$ cat src/rtl/ptpg_pkg.sv
// ----------------------------------------------------------------------------
// ptpg_pkg
// Shared types, constants and table builders for the test pattern generator.
// ----------------------------------------------------------------------------
package ptpg_pkg;

    // Table geometry
    localparam int SINE_DEPTH = 1024;
    localparam int SINE_AW    = $clog2(SINE_DEPTH);
    localparam int SINE_W     = 8;
    localparam int PAL_DEPTH  = 256;
    localparam int PAL_AW     = $clog2(PAL_DEPTH);
    localparam int COLOR_W    = 16;
    localparam int COORD_W    = 10;
    localparam int HEIGHT_W   = 11;
    localparam int BAND_W     = 3;
    localparam int NUM_BANDS  = 5;

    // Configuration port
    localparam int CFG_IDX_W  = 4;
    localparam logic [CFG_IDX_W-1:0] REG_MODE   = CFG_IDX_W'(0);
    localparam logic [CFG_IDX_W-1:0] REG_HEIGHT = CFG_IDX_W'(1);
    localparam logic [HEIGHT_W-1:0]  HEIGHT_RESET = HEIGHT_W'(480);

    typedef enum logic [1:0] {
        MODE_SOLID  = 2'd0,
        MODE_PLASMA = 2'd1,
        MODE_BARS   = 2'd2
    } mode_t;

    // Fixed-point constants for the sine build
    localparam logic [63:0] Q30_ONE = 64'd1073741824;
    localparam logic [63:0] PI_Q30  = 64'd3373259426;
    localparam logic [63:0] DIV_255_3 = 64'd255 * 64'd255 * 64'd255;
    localparam logic [63:0] DIV_255_5 = 64'd255 * 64'd255 * 64'd255 * 64'd255 * 64'd255;

    // Bar colors, already byte-swapped: red, green, blue, white, black
    typedef logic [NUM_BANDS-1:0][COLOR_W-1:0] bar_tab_t;
    localparam bar_tab_t BAR_COLORS = '{
        16'h0000, 16'hFFFF, 16'h1F00, 16'hE007, 16'h00F8
    };

    // Quarter-wave table: upper byte is the falling half value, lower byte
    // the rising half value, indexed by angle 0..255 of a quarter turn.
    typedef logic [PAL_DEPTH-1:0][2*SINE_W-1:0] quad_tab_t;
    typedef logic [PAL_DEPTH-1:0][COLOR_W-1:0]  pal_tab_t;

    // Write port of the table load sweep
    typedef struct packed {
        logic                 sine_wr_en;
        logic                 pal_wr_en;
        logic [SINE_AW-1:0]   addr;
        logic [SINE_W-1:0]    sine_data;
        logic [COLOR_W-1:0]   pal_data;
    } fill_wr_t;

    // sin(pi*a/512) in Q30 by a Taylor series to x^17
    function automatic logic [63:0] quarter_sine_q30(input logic [63:0] a);
        logic [63:0] x;
        logic [63:0] x2;
        logic [63:0] term;
        logic [63:0] pos;
        logic [63:0] neg;
        logic [63:0] prod;
        x    = (a * PI_Q30) >> 9;
        x2   = (x * x) >> 30;
        term = x;
        pos  = x;
        neg  = 64'd0;
        for (int k = 1; k <= 8; k++) begin
            prod = (term * x2) >> 30;
            case (k)
                1:       term = prod / 64'd6;
                2:       term = prod / 64'd20;
                3:       term = prod / 64'd42;
                4:       term = prod / 64'd72;
                5:       term = prod / 64'd110;
                6:       term = prod / 64'd156;
                7:       term = prod / 64'd210;
                default: term = prod / 64'd272;
            endcase
            if ((k % 2) == 1) begin
                neg = neg + term;
            end else begin
                pos = pos + term;
            end
        end
        if (a == 64'd0 || neg >= pos) begin
            return 64'd0;
        end
        pos = pos - neg;
        return (pos > Q30_ONE) ? Q30_ONE : pos;
    endfunction

    function automatic quad_tab_t build_quad_table();
        quad_tab_t   tab;
        logic [63:0] s;
        logic [63:0] hi;
        logic [63:0] lo;
        for (int a = 0; a < PAL_DEPTH; a++) begin
            s      = quarter_sine_q30(64'(a));
            hi     = (64'd255 * (Q30_ONE + s)) >> 31;
            lo     = (64'd255 * (Q30_ONE - s)) >> 31;
            tab[a] = {lo[SINE_W-1:0], hi[SINE_W-1:0]};
        end
        return tab;
    endfunction

    // Palette: r = i^6/255^5, g = i^4/255^3, b = i^2/255, RGB565 byte-swapped
    function automatic pal_tab_t build_pal_table();
        pal_tab_t    tab;
        logic [63:0] i2;
        logic [63:0] i4;
        logic [63:0] r;
        logic [63:0] g;
        logic [63:0] b;
        logic [15:0] c;
        for (int i = 0; i < PAL_DEPTH; i++) begin
            i2     = 64'(i) * 64'(i);
            i4     = i2 * i2;
            b      = i2 / 64'd255;
            g      = i4 / DIV_255_3;
            r      = (i4 * i2) / DIV_255_5;
            c      = {r[7:3], g[7:2], b[7:3]};
            tab[i] = {c[7:0], c[15:8]};
        end
        return tab;
    endfunction

    localparam quad_tab_t QUAD_TABLE    = build_quad_table();
    localparam pal_tab_t  PALETTE_TABLE = build_pal_table();

endpackage

$ cat src/rtl/ptpg_init.sv
// ----------------------------------------------------------------------------
// ptpg_init
// Table load sequencer: after reset, sweeps the sine and palette memories
// once, one entry per cycle, from the constant build tables.
// ----------------------------------------------------------------------------
module ptpg_init (
    input  logic               aclk,
    input  logic               aresetn,
    output ptpg_pkg::fill_wr_t fill_wr,
    output logic               fill_done
);
    import ptpg_pkg::*;

    logic [SINE_AW-1:0] cnt_reg;
    logic [SINE_AW-1:0] cnt_next;
    logic               done_reg;
    logic               done_next;

    logic [1:0]         quadrant;
    logic [PAL_AW-1:0]  step;
    logic [PAL_AW-1:0]  quad_idx;
    logic               peak;
    logic [2*SINE_W-1:0] quad_entry;
    logic [SINE_W-1:0]  sine_val;

    // Sweep counter
    always_comb begin
        cnt_next  = cnt_reg;
        done_next = done_reg;
        if (!done_reg) begin
            cnt_next = cnt_reg + SINE_AW'(1);
            if (cnt_reg == SINE_AW'(SINE_DEPTH - 1)) begin
                done_next = 1'b1;
            end
        end
    end

    always_ff @(posedge aclk) begin
        if (!aresetn) begin
            cnt_reg  <= '0;
            done_reg <= 1'b0;
        end else begin
            cnt_reg  <= cnt_next;
            done_reg <= done_next;
        end
    end

    // Full sine from the quarter wave: odd quadrants mirror, even halves rise
    assign quadrant   = cnt_reg[SINE_AW-1 -: 2];
    assign step       = cnt_reg[PAL_AW-1:0];
    assign quad_idx   = quadrant[0] ? (PAL_AW'(0) - step) : step;
    assign peak       = quadrant[0] && (step == '0);
    assign quad_entry = QUAD_TABLE[quad_idx];

    always_comb begin
        if (!quadrant[1]) begin
            sine_val = peak ? SINE_W'(255) : quad_entry[SINE_W-1:0];
        end else begin
            sine_val = peak ? SINE_W'(0) : quad_entry[2*SINE_W-1:SINE_W];
        end
    end

    assign fill_wr.sine_wr_en = !done_reg;
    assign fill_wr.pal_wr_en  = !done_reg && (cnt_reg[SINE_AW-1:PAL_AW] == '0);
    assign fill_wr.addr       = cnt_reg;
    assign fill_wr.sine_data  = sine_val;
    assign fill_wr.pal_data   = PALETTE_TABLE[cnt_reg[PAL_AW-1:0]];
    assign fill_done          = done_reg;

endmodule

$ cat config.mk
export PLATFORM = sky130hd
export DESIGN_NAME = ptpg_init
export DESIGN_NICKNAME = d
export VERILOG_FILES = /design/src/rtl/ptpg_pkg.sv /design/src/rtl/ptpg_init.sv
export SDC_FILE = /design/constraint.sdc
export NUM_CORES = 1
export LEC_CHECK = 0
export BUFFER_PORTS_ARGS = -buffer_cell sky130_fd_sc_hd__buf_2
export CAP_MARGIN = 0
export CORE_MARGIN = 2
export CORE_UTILIZATION = 40
export CTS_CLUSTER_SIZE = 16
export DETAILED_ROUTE_END_ITERATION = 16
export PLACE_DENSITY_LB_ADDON = 0.25
export SLEW_MARGIN = 5
export SYNTH_ARGS = -nofsm -noshare
export SYNTH_HDL_FRONTEND = slang
export SYNTH_SLANG_ARGS = --single-unit
$ cat constraint.sdc
create_clock -name aclk -period 10.9 [get_ports aclk]
set_input_delay 1.09 -clock aclk [delete_from_list [all_inputs] [get_ports aclk]]
set_output_delay 1.09 -clock aclk [all_outputs]
set_load 0.01 [all_outputs]
# After elaboration in Yosys (flattened, before gate mapping)
# Memory sizes are Yosys's and may differ from the RTL's. A register that Yosys moved wholly into a read port is not among the register bits.
# Cells that the tools add are included.
[totals]
reg_bits = 11
romBits = 8192
output_inout_bits = 37
word_cells = 24
memories = 2
[memory_table]
columns = ["name", "words", "word_bits", "read_ports", "rd_clocked_by_memory_dff", "write_ports", "line", "source"]
rows = [
  ["(name not given)", 256, 16, 1, 1, 0, "ptpg_init.sv:67", "assign fill_wr.pal_data = PALETTE_TABLE[cnt_reg[PAL_AW-1:0]];"],
  ["(name not given)", 256, 16, 1, 0, 0, "ptpg_init.sv:53", "assign quad_entry = QUAD_TABLE[quad_idx];"],
]
[op_classes]
add_sub_neg = 2
magnitude_cmp = 2
n_eq_ne = 1
n_mux = 10
reduce_logical = 5
[ops]
columns = ["operator", "n"]
rows = [
  ["8-bit 2-to-1 mux", 6],
  ["16-bit 2-to-1 mux", 2],
  ["8-bit by 9-bit less-than comparator with 1-bit output (second input constant)", 2],
  ["10-bit by 1-bit adder with 10-bit output (second input constant)", 1],
  ["10-bit == test (second input constant)", 1],
  ["8-bit zero test", 1],
  ["1-bit by 8-bit subtractor with 8-bit output (first input constant)", 1],
  ["1-bit logical AND", 2],
  ["2-bit zero test", 1],
  ["1-bit 2-to-1 mux", 2],
  ["1-bit zero test", 1],
]

# Longest topological paths before layout
# Gate-level depths: netlist (run 1).
[logic_depth]
depth_word = 6
depth_mapped = 18
depth_no_buf = 14

# Worst setup path before layout (run 1)
# No wires, ideal clock.
[synth_timing]
path_kind = "flip-flop to output port"
startpoint = "reg cnt_reg[0]"
endpoint = "out fill_wr[17] (netlist name)"
arrival_time_ps = 3563
slack_ps = 6247
path_stages_with_launch = 19
n_path_buf = 4
path_cell_list = "dfxtp_1 > buf_4 > inv_1 > ha_1 > nor2b_1 > xnor2_1 > inv_1 > buf_2 > buf_2 > buf_2 > ha_1 > nor2_1 > a31oi_1 > o21ai_0 > a2bb2oi_1 > a2111oi_0 > o31ai_1 > o211ai_1 > or4b_1"
[synth_lines]
columns = ["item", "line", "source"]
rows = [
  ["start, declared", "ptpg_init.sv:14", "logic [SINE_AW-1:0] cnt_reg;"],
  ["start signal, assigned", "ptpg_init.sv:43", "cnt_reg <= cnt_next;"],
  ["end, declared", "ptpg_init.sv:9", "output ptpg_pkg::fill_wr_t fill_wr,"],
]

==> impl_metrics.py, run 1 <==
metrics = {
    "yosys": {
        "postSynthAreaPerCell_um2": 6.424,
        "adder_cell_area_share_of_the_yosys_netlist_pct": 8.584,
        "synth_xor_area_share_pct": 4.222,
        "netlist_top_cells_area": "dfxtp_1 10%, ha_1 8.4%, nand2_1 7.1%",
        "netlist.top_cell.by_area": "dfxtp_1",
        "main_combinational_cell_family_by_area_after_synthesis": "compound AO/OA/AOI/OAI gates",
        "synth-seq-cells": 27,
        "synth.mux.area_fraction_pct": 1.213,
        "synth.net_count": 873,
        "synth-edff-count": 0,
        "synthesis.area_um2": 5364,
        "yosys_warnings": 0,
        "post_synth_num_cell_types": 72,
        "seq_area_frac_synth_pct": 10.08,
        "synth_simple_gate_area_share_pct": 24.70,
        "yosysTopAreaCellShare_pct": 10.08,
        "ys_async_sr_fraction_pct": 0,
        "synth_compound_gate_area_share_pct": 42.03,
        "syn-instance-count": 835,
        "postSynth.topFlopCell": "dfxtp_1",
    },
    "job": {
        "drv_cap": 0,
    },
    "finish": {
        "layout.cells.non_filler": 982,
        "antenna_diodes": 0,
        "largest_register_ff_count": 16,
        "fill_cells": 1394,
        "syn2layout_area_growth_pct": 5.202,
        "drive_above_1_share_pct": 10.30,
        "final_net_count": 845,
        "postLayoutCoreUtil_pct": 42.78,
    },
    "routing": {
        "drt_pre_antenna_iters": 6,
        "dr_total_vias": 6605,
        "first_iter_violations": 1335,
        "post_drt_wl_per_cell_um": 20.15,
        "route.final.wire_length_um": 19790,
        "antenna_violating_nets_post_route": 0,
        "routed_via_density": 6.726,
        "drc_errors": 0,
    },
    "clocking": {
        "cts-resized-gates": 0,
        "cts_root_buf": "clkbuf_16",
        "cts_buffers": 3,
        "post-cts-setup-buffers": 0,
        "htree_levels": 1,
        "worst_skew_pair.late_latency_ps": 270,
        "ctsHoldBuffers": 0,
        "cts.clk_slew.worst_paths_ps": 80,
        "clock_sink_count": 27,
        "maximum_root_to_sink_buffer_count": 2,
        "clock_tree_from_tritoncts": "done",
    },
    "global_routing": {
        "grt_overflow_total": 0,
        "antenna_violations_before_repair": 0,
        "maximum_number_of_pins_on_one_net_before_global_route_repair": 51,
        "grt_first_pass_wirelength_um": 31370,
        "first_global_vias": 5664,
        "grt.total_usage_pct": 26.48,
    },
    "power": {
        "clock_power_share_pct": 25.7,
        "pwr-share-seq_pct": 29.2,
        "internal_power_uw": 204.7,
        "ir_drop_v": 0.00003948,
        "combPwrFrac_pct": 45.1,
        "sw_frac_of_total_pct": 42.07,
        "switching_power_uw": 148.6,
        "report.power.total_uw": 353.3,
        "powerDensity_nw_per_um2": 62.61,
        "leakage_nw": 2.101,
    },
    "placement": {
        "place.detailed.hpwl_um": 13550,
        "gpl.final_weighted_congestion": 0.9303,
        "dp_slack_ps": 5283,
        "placed_cells": 978,
        "port-buffer-count": 38,
    },
    "timing": {
        "timing_worst_slew_pin_value_ps": 844.9,
        "report.final.setup_viol": 0,
        "maxSlewHeadroom_pct": 42.96,
        "fin_skew_ps": 8.798,
        "finalCritPeriodShare_pct": 55.17,
        "rsz0062_at_grt": "false",
        "max_freq_ghz": 0.1663,
        "finalWorstPathRequiredPeriod_ps": 6014,
        "worst_slack_ps": 4886,
        "setup_total_negative_slack_ps": 0,
        "report.final.hold_viol_count": 0,
        "slew_violations": 0,
    },
    "worst_setup_path": {
        "worstPathArrival_ps": 4920,
        "critPathKind": "register to output port",
        "crit_fanout": 16,
        "critPathRequiredTime_ps": 9810,
        "timing.critical_path.to_type": "output port",
        "category_of_the_worst_setup_path_launch_point": "register",
    },
    "die": {
        "io_pins": 39,
        "core_area_um2": 13190,
        "die_area_um2": 14350,
        "floorplan.initialDensity_pct": 40.67,
        "die-height_um": 119.8,
        "row_count": 42,
        "fp.dieW_um": 119.8,
    },
    "run_status": {
        "run_status": "finished clean",
    },
    "hold_path": {
        "hold_path.class": "register to register",
    },
}
-- power groups by stage --
stage	Clock [mW]	Sequential [mW]	Combinational [mW]
after global routing	0.0932	0.104	0.173
final	0.0908	0.103	0.159
after detailed placement	0	0.106	0.155
after floorplan	0	0.104	0.117
after global placement	0	0.105	0.155
after CTS	0.0903	0.103	0.155
-- cells in the final DEF, fill, tap and decap left out, types with 7 or more instances in the layout --
master	netlist	final
o31ai_1	9	9
nor3_1	30	30
a211oi_1	20	20
dfxtp_1	27	27
o22ai_1	11	11
o211ai_1	32	32
nand2_1	101	101
buf_2	36	38
xnor2_1	17	15
o32ai_1	10	10
ha_1	36	36
nor2_1	83	83
a311oi_1	10	10
inv_1	18	18
o2111ai_1	10	10
nand2b_1	7	7
o21ai_0	62	62
nand3_1	36	36
o311ai_0	12	12
buf_4	2	18
a21oi_1	70	70
a31oi_1	23	23
a221oi_1	7	7
-- synthesized netlist by cell type, types with 18 or more instances --
cell,number
clkbuf_1,37
a211oi_1,20
inv_1,18
ha_1,36
dfxtp_1,27
o211ai_1,32
a31oi_1,23
buf_2,36
a21oi_1,70
nand2_1,101
nand3_1,36
nor3_1,30
nor2_1,83
o21ai_0,62
-- layout make-up --
class	count	area [µm²]	share of cell area [%]
inverters	28	105.1	1.863
multi-input cells	691	4369	77.43
clock buffers	3	75.07	1.330
well taps	176	220.2	3.902
repair buffers	56	325.3	5.765
flip-flops and latches	27	540.5	9.579
clock inverters	1	7.507	0.1330
-- layer usage --
layer | share of wire [%] | vias up | track usage (%) | wire length (µm)
met5 | 0 | - | 0 | 0
met2 | 42 | 437 | 38.61 | 8378
li1 | - | 3101 | - | -
met4 | 2.2 | 0 | 6.691 | 438
met3 | 11 | 46 | 3.422 | 2260
met1 | 44 | 3021 | 40.64 | 8714
-- metrics by stage --
step,hold slack [ps],instance area (µm²)
detailed placement,751.0,5560
global route,790.6,5643
floorplan,733.8,5364
global placement,730.2,5560
finish,752.6,5643
CTS,767.8,5643
-- cell families (layout without fill, tap and decap cells) --
logic type,Yosys count,count (layout)
compound gates,330,330
mux,5,5
buf+inv,117,88
flops,27,27
fa+ha+maj,37,37
simple gates,294,294
xor+xnor,25,25
-- worst max-delay path, cell delays in order (launching register included) --
cell,delay (ps)
dfxtp_1,740
inv_1,230
ha_1,410
nand2_1,120
o21ai_1,440
clkinv_1,580
ha_1,460
nor2_1,110
a31oi_1,50
o21ai_0,180
a2bb2oi_1,200
a2111oi_0,160
o31ai_1,130
o211ai_1,120
or4b_1,540
buf_2,160
-- worst paths after layout --
| check | from | to | slack [ps] | cells past startpoint |
|---|---|---|---|---|
| worst max-delay path | cnt_reg[0]$_SDFFE_PN0N_ | fill_wr[17] | 4890 | 15 |
| worst min-delay path | cnt_reg[7]$_SDFFE_PN0N_ | cnt_reg[9]$_SDFFE_PN0N_ | 750 | 3 |
| worst max register to register | cnt_reg[0]$_SDFFE_PN0N_ | fill_wr[14]$_DFF_P_ | 6580 | 12 |
| worst min register to register | cnt_reg[7]$_SDFFE_PN0N_ | cnt_reg[9]$_SDFFE_PN0N_ | 750 | 3 |
Note: power is estimated with default switching activity, not from simulation.
==> run 2, diff against run 1 <==
- clock period: 10.9 -> 4.85 ns (I/O delays scaled with it)
==> impl_metrics.py, run 2 (same netlist as run 1, synthesis figures left out) <==
metrics = {
    "clocking": {
        "cts-resized-gates": 0,
        "cts.clk_slew.worst_paths_ps": 80,
        "cts_root_buf": "clkbuf_16",
        "cts_buffers": 3,
        "clock_tree_from_tritoncts": "done",
        "worst_skew_pair.late_latency_ps": 270,
        "maximum_root_to_sink_buffer_count": 2,
        "clock_sink_count": 27,
        "htree_levels": 1,
        "ctsHoldBuffers": 0,
        "post-cts-setup-buffers": 0,
    },
    "timing": {
        "slew_violations": 0,
        "max_freq_ghz": 0.2298,
        "finalCritPeriodShare_pct": 89.72,
        "report.final.hold_viol_count": 0,
        "finalWorstPathRequiredPeriod_ps": 4352,
        "fin_skew_ps": 6.238,
        "timing_worst_slew_pin_value_ps": 1251,
        "rsz0062_at_grt": "false",
        "setup_total_negative_slack_ps": 0,
        "maxSlewHeadroom_pct": 16.21,
        "report.final.setup_viol": 0,
        "hold_ws_ps": 677.2,
    },
    "worst_setup_path": {
        "timing.critical_path.to_type": "output port",
        "category_of_the_worst_setup_path_launch_point": "register",
        "critical_path.top_delay_family": "simple AND/OR/NAND/NOR gates",
        "timing.reg2reg.setup_slack_ps": 1040,
        "cp_num_buf_inv": 4,
        "worstPathArrival_ps": 3870,
        "critPathKind": "register to output port",
        "critPathRequiredTime_ps": 4370,
        "most_frequent_cell_on_critical_path": "buf_4",
        "crit_fanout": 32,
        "crit_chain": "inv_1 > ha_1 > buf_4 > or3b_4 > a211o_1 > buf_4 > nor4_1 > a2111oi_0 > o31ai_1 > o211ai_1 > or4b_1 > buf_2",
        "worst_path_slowest_cell": "a211o_1",
        "maximum_cell_stage_delay_along_the_critical_path_ps": 540,
    },
    "finish": {
        "largest_register_ff_count": 16,
        "drive_above_1_share_pct": 11.51,
        "most-common-layout-cells": "101 x nand2_1, 83 x nor2_1, 70 x a21oi_1",
        "antenna_diodes": 0,
        "layout.cells.non_filler": 993,
        "final_net_count": 856,
        "layout.cells.most_common": "nand2_1",
        "syn2layout_area_growth_pct": 6.741,
        "postLayoutCoreUtil_pct": 43.41,
    },
    "routing": {
        "first_iter_violations": 1452,
        "drc_errors": 0,
        "routed_via_density": 6.834,
        "dr_total_vias": 6786,
        "drt_pre_antenna_iters": 6,
        "route.final.wire_length_um": 20670,
        "post_drt_wl_per_cell_um": 20.82,
        "antenna_violating_nets_post_route": 0,
    },
    "die": {
        "core_area_um2": 13190,
        "fp.dieW_um": 119.8,
        "row_count": 42,
        "io_pins": 39,
        "floorplan.initialDensity_pct": 40.67,
        "die-height_um": 119.8,
        "die_area_um2": 14350,
    },
    "global_routing": {
        "first_global_vias": 5929,
        "antenna_violations_before_repair": 0,
        "grt_overflow_total": 0,
        "peak_usage_layer_in_the_global_routing_report": "met1",
        "grt_first_pass_wirelength_um": 32800,
        "maximum_number_of_pins_on_one_net_before_global_route_repair": 46,
        "globalRouteMet1Util_pct": 42.72,
        "grt.total_usage_pct": 27.82,
        "gr_met3_demand_resource_pct": 5.086,
        "global_route.usage.met2_pct": 39.11,
    },
    "power": {
        "powerDensity_nw_per_um2": 140.5,
        "clock_power_share_pct": 24.7,
        "sw_frac_of_total_pct": 41.96,
        "internal_power_uw": 466.8,
        "ir_drop_v": 0.0001098,
        "switching_power_uw": 337.5,
        "report.power.total_uw": 804.2,
        "pwr-share-seq_pct": 28.2,
        "leakage_nw": 2.156,
        "combPwrFrac_pct": 47.1,
    },
    "placement": {
        "place.detailed.hpwl_um": 14330,
        "port-buffer-count": 38,
        "gpl.final_weighted_congestion": 1.011,
        "placed_cells": 989,
    },
    "hold_path": {
        "hold_path.class": "primary input to register",
    },
    "job": {
        "drv_cap": 0,
    },
    "run_status": {
        "run_status": "finished clean",
    },
}
-- run 2: cell count changes in the layout (fill, tap and decap cells not counted) --
cell and change:
buf_4 +11
-- run 2: worst register-to-register path, delay by kind of cell, from the launching register on --
family / cells / cell delay, ps
fa+ha+maj: 2 / 870
flops: 1 / 330
mux: 1 / 280
simple gates: 2 / 510
buf+inv: 2 / 460
compound gates: 5 / 1300
-- run 2: final cells by class --
cell class                      instances  area [µm²]
Multi-Input combinational cell        691        4369
Clock inverter                          1       7.507
Sequential cell                        27       540.5
Tap cell                              176       220.2
Fill cell                            1433        7465
Clock buffer                            3       75.07
Inverter                               28       105.1
Timing Repair Buffer                   67       407.9
-- run 2: per-layer routing --
metal | up-vias | share of wire, %
met5 | - | 0
met4 | 0 | 2.9
met3 | 55 | 11
met2 | 527 | 42
met1 | 3086 | 44
li1 | 3118 | -
-- run 2: path summary, 6_finish.rpt --
kind | from | end | cells past startpoint
max | cnt_reg[0]$_SDFFE_PN0N_ | fill_wr[17] | 12
min | aresetn | fill_done$_SDFF_PN0_ | 3
max reg2reg | cnt_reg[0]$_SDFFE_PN0N_ | fill_wr[14]$_DFF_P_ | 12
min reg2reg | fill_done$_SDFF_PN0_ | fill_done$_SDFF_PN0_ | 2
-- run 2: metrics by stage --
| step | worst slack [ps] | area (µm²) |
|---|---|---|
| 6_report | 498.4 | 5725 |
| 3_5_place_dp | 867.0 | 5643 |
| 2_1_floorplan | 801.8 | 5364 |
| 3_3_place_gp | 910.9 | 5643 |
| 4_1_cts | 573.5 | 5725 |
| 5_1_grt | 337.5 | 5725 |
-- run 2: power groups by stage --
stage | logic [mW] | registers [mW] | clock network (mW)
6_report | 0.379 | 0.226 | 0.199
5_1_grt | 0.413 | 0.227 | 0.212
3_3_place_gp | 0.369 | 0.231 | 0
2_1_floorplan | 0.263 | 0.233 | 0
3_5_place_dp | 0.366 | 0.232 | 0
4_1_cts | 0.367 | 0.226 | 0.204
==> run 3, diff against run 2 <==
- ABC_AREA: unset -> 1
==> impl_metrics.py, run 3 <==
metrics = {
    "power": {
        "combPwrFrac_pct": 41.7,
        "internal_power_uw": 433.3,
        "report.power.total_uw": 718.9,
        "sw_frac_of_total_pct": 39.72,
        "ir_drop_v": 0.0001170,
        "powerDensity_nw_per_um2": 142.3,
        "switching_power_uw": 285.6,
        "clock_power_share_pct": 26.4,
        "pwr-share-seq_pct": 31.9,
        "leakage_nw": 2.640,
    },
    "die": {
        "floorplan.initialDensity_pct": 40.59,
        "io_pins": 39,
        "die-height_um": 113.9,
        "row_count": 40,
        "die_area_um2": 12980,
        "fp.dieW_um": 113.9,
        "core_area_um2": 11910,
    },
    "finish": {
        "layout.cells.non_filler": 1053,
        "postLayoutCellArea_um2": 5054,
        "antenna_diodes": 0,
        "syn2layout_area_growth_pct": 4.529,
        "seqCellArea_um2": 540.5,
        "largest_register_ff_count": 16,
        "most-common-layout-cells": "312 x nand2_1, 131 x nand3_1, 83 x nor2_1",
        "multi_input_area_um2": 3726,
        "final_net_count": 945,
        "fill_cells": 1344,
        "postLayoutCoreUtil_pct": 42.43,
        "drive_above_1_share_pct": 9.051,
        "layout.cells.most_common": "nand2_1",
    },
    "global_routing": {
        "first_global_vias": 5273,
        "grt.total_usage_pct": 25.26,
        "maximum_number_of_pins_on_one_net_before_global_route_repair": 45,
        "grt_first_pass_wirelength_um": 26860,
        "grt_overflow_total": 0,
        "antenna_violations_before_repair": 0,
    },
    "routing": {
        "first_iter_violations": 971,
        "drc_errors": 0,
        "routed_via_density": 5.800,
        "drt_pre_antenna_iters": 6,
        "post_drt_wl_per_cell_um": 15.95,
        "dr_total_vias": 6107,
        "route.final.wire_length_um": 16800,
        "antenna_violating_nets_post_route": 0,
    },
    "yosys": {
        "synthesis.area_um2": 4835,
        "synth-seq-cells": 27,
        "yosysTopAreaCellShare_pct": 24.22,
        "synth.mux.area_fraction_pct": 0,
        "synth.net_count": 937,
        "postSynthAreaPerCell_um2": 5.378,
        "adder_cell_area_share_of_the_yosys_netlist_pct": 9.317,
        "synth_simple_gate_area_share_pct": 53.29,
        "post_synth_num_cell_types": 41,
        "main_combinational_cell_family_by_area_after_synthesis": "simple AND/OR/NAND/NOR gates",
        "synth.top_cells.by_count": "312 x nand2_1, 131 x nand3_1, 83 x nor2_1, 70 x inv_1, 55 x o21ai_0",
        "netlist_top_cells_area": "nand2_1 24%, nand3_1 14%, dfxtp_1 11%",
        "ys_async_sr_fraction_pct": 0,
        "postSynth.topFlopCell": "dfxtp_1",
        "yosys_warnings": 0,
        "synth_xor_area_share_pct": 0.1812,
        "synth_compound_gate_area_share_pct": 14.29,
        "syn-instance-count": 899,
        "netlist.top_cell.by_area": "nand2_1",
        "seq_area_frac_synth_pct": 11.18,
        "synth-edff-count": 0,
        "yosys.cell_count.top_type": "nand2_1",
    },
    "worst_setup_path": {
        "reg2regPathDepth": 16,
        "category_of_the_worst_setup_path_launch_point": "register",
        "critPathKind": "register to output port",
        "timing.critical_path.to_type": "output port",
        "critPathRequiredTime_ps": 4370,
        "worstPathArrival_ps": 3670,
        "timing.reg2reg.setup_slack_ps": 1550,
        "critical_path.reg2reg.startpoint": "cnt_reg[0]$_SDFFE_PN0N_",
        "crit_fanout": 25,
        "r2r_end": "fill_wr[9]$_DFF_P_",
    },
    "timing": {
        "worst_slack_ps": 697.9,
        "finalCritPeriodShare_pct": 85.61,
        "timing_worst_slew_pin_value_ps": 777.2,
        "finalWorstPathRequiredPeriod_ps": 4152,
        "fin_skew_ps": 3.670,
        "setup_total_negative_slack_ps": 0,
        "rsz0062_at_grt": "false",
        "maxSlewHeadroom_pct": 48.13,
        "slew_violations": 0,
        "report.final.hold_viol_count": 0,
        "max_freq_ghz": 0.2408,
        "hold_ws_ps": 584.0,
        "report.final.setup_viol": 0,
    },
    "clocking": {
        "clock_tree_from_tritoncts": "done",
        "cts-resized-gates": 0,
        "clock_sink_count": 27,
        "ctsHoldBuffers": 0,
        "cts_buffers": 3,
        "maximum_root_to_sink_buffer_count": 2,
        "htree_levels": 1,
        "cts.clk_slew.worst_paths_ps": 60,
        "post-cts-setup-buffers": 0,
        "cts_root_buf": "clkbuf_16",
        "worst_skew_pair.late_latency_ps": 260,
    },
    "job": {
        "drv_cap": 0,
    },
    "hold_path": {
        "hold_path_end": "cnt_reg[3]$_SDFFE_PN0N_",
        "hold_path.class": "primary input to register",
        "hold_path_startpoint": "aresetn",
        "holdPathStages": 3,
    },
    "placement": {
        "gpl.final_weighted_congestion": 0.9732,
        "port-buffer-count": 38,
        "place.detailed.hpwl_um": 12150,
        "placed_cells": 1049,
        "dp_slack_ps": 1017,
        "detailed_place.area_um2": 4971,
    },
    "run_status": {
        "run_status": "finished clean",
    },
}
## run 3: changes by cell type in the layout (fill, tap and decap cells not counted), sizes merged, moves of 12 or more
cell    change
o311ai     -12
nand3      +99
nand2     +221
o211ai     -25
nor3       -13
a21oi      -30
xnor2      -18
buf        -25
nand4      +12
inv        +56
a211oi     -20
a31oi      -19
## run 3: critical path, cell delays in order, from the launching register on
cell and delay, ps:
dfxtp_1 560, inv_1 220, ha_1 280, inv_1 140, nand3_2 170, nand2_2 430, inv_1 270, ha_1 370
inv_1 60, nand2_1 90, nand3_1 130, nand3_1 70, nand2_1 90, nand2_1 50, nor2_1 120, nor2_1 50
a21oi_1 140, buf_2 150
## run 3: metal layers
layer	GRT usage, %	part of all wire, %	up-vias
met4	8.374	2.7	0
met3	3.348	10	52
li1	-	-	2968
met5	0	0	-
met1	37.59	44	2699
met2	37.30	43	388
## run 3: how the worst max path moves through the flow
stage	start	endpoint	slack [ps]
6_report	cnt_reg[0]$_SDFFE_PN0N_	fill_wr[16]	700
5_1_grt	cnt_reg[0]$_SDFFE_PN0N_	fill_wr[16]	300
4_1_cts	cnt_reg[0]$_SDFFE_PN0N_	fill_wr[16]	720
3_5_place_dp	cnt_reg[0]$_SDFFE_PN0N_	fill_wr[16]	1020
3_3_place_gp	cnt_reg[0]$_SDFFE_PN0N_	fill_wr[16]	1180
2_1_floorplan	cnt_reg[0]$_SDFFE_PN0N_	fill_wr[19]	1800
## run 3: power groups by stage
stage | logic, mW | registers, mW | clock network [mW]
3_5_place_dp | 0.289 | 0.235 | 0
6_report | 0.300 | 0.229 | 0.190
2_1_floorplan | 0.220 | 0.234 | 0
5_1_grt | 0.338 | 0.230 | 0.203
4_1_cts | 0.292 | 0.229 | 0.193
3_3_place_gp | 0.292 | 0.234 | 0
## run 3: layout make-up
cell class	instances	area share (%)
multi-input cells	753	73.73
flip-flops and latches	27	10.70
inverters	80	5.942
repair buffers	42	4.358
well taps	147	3.640
clock buffers	3	1.486
clock inverters	1	0.1486
## run 3: logic make-up after synthesis
group / Yosys count
and+or+nand+nor: 589
adders and majority gates: 36
xor gates and xnor gates: 1
AOI/OAI and AO/OA: 127
DFF: 27
buffers and inverters: 119
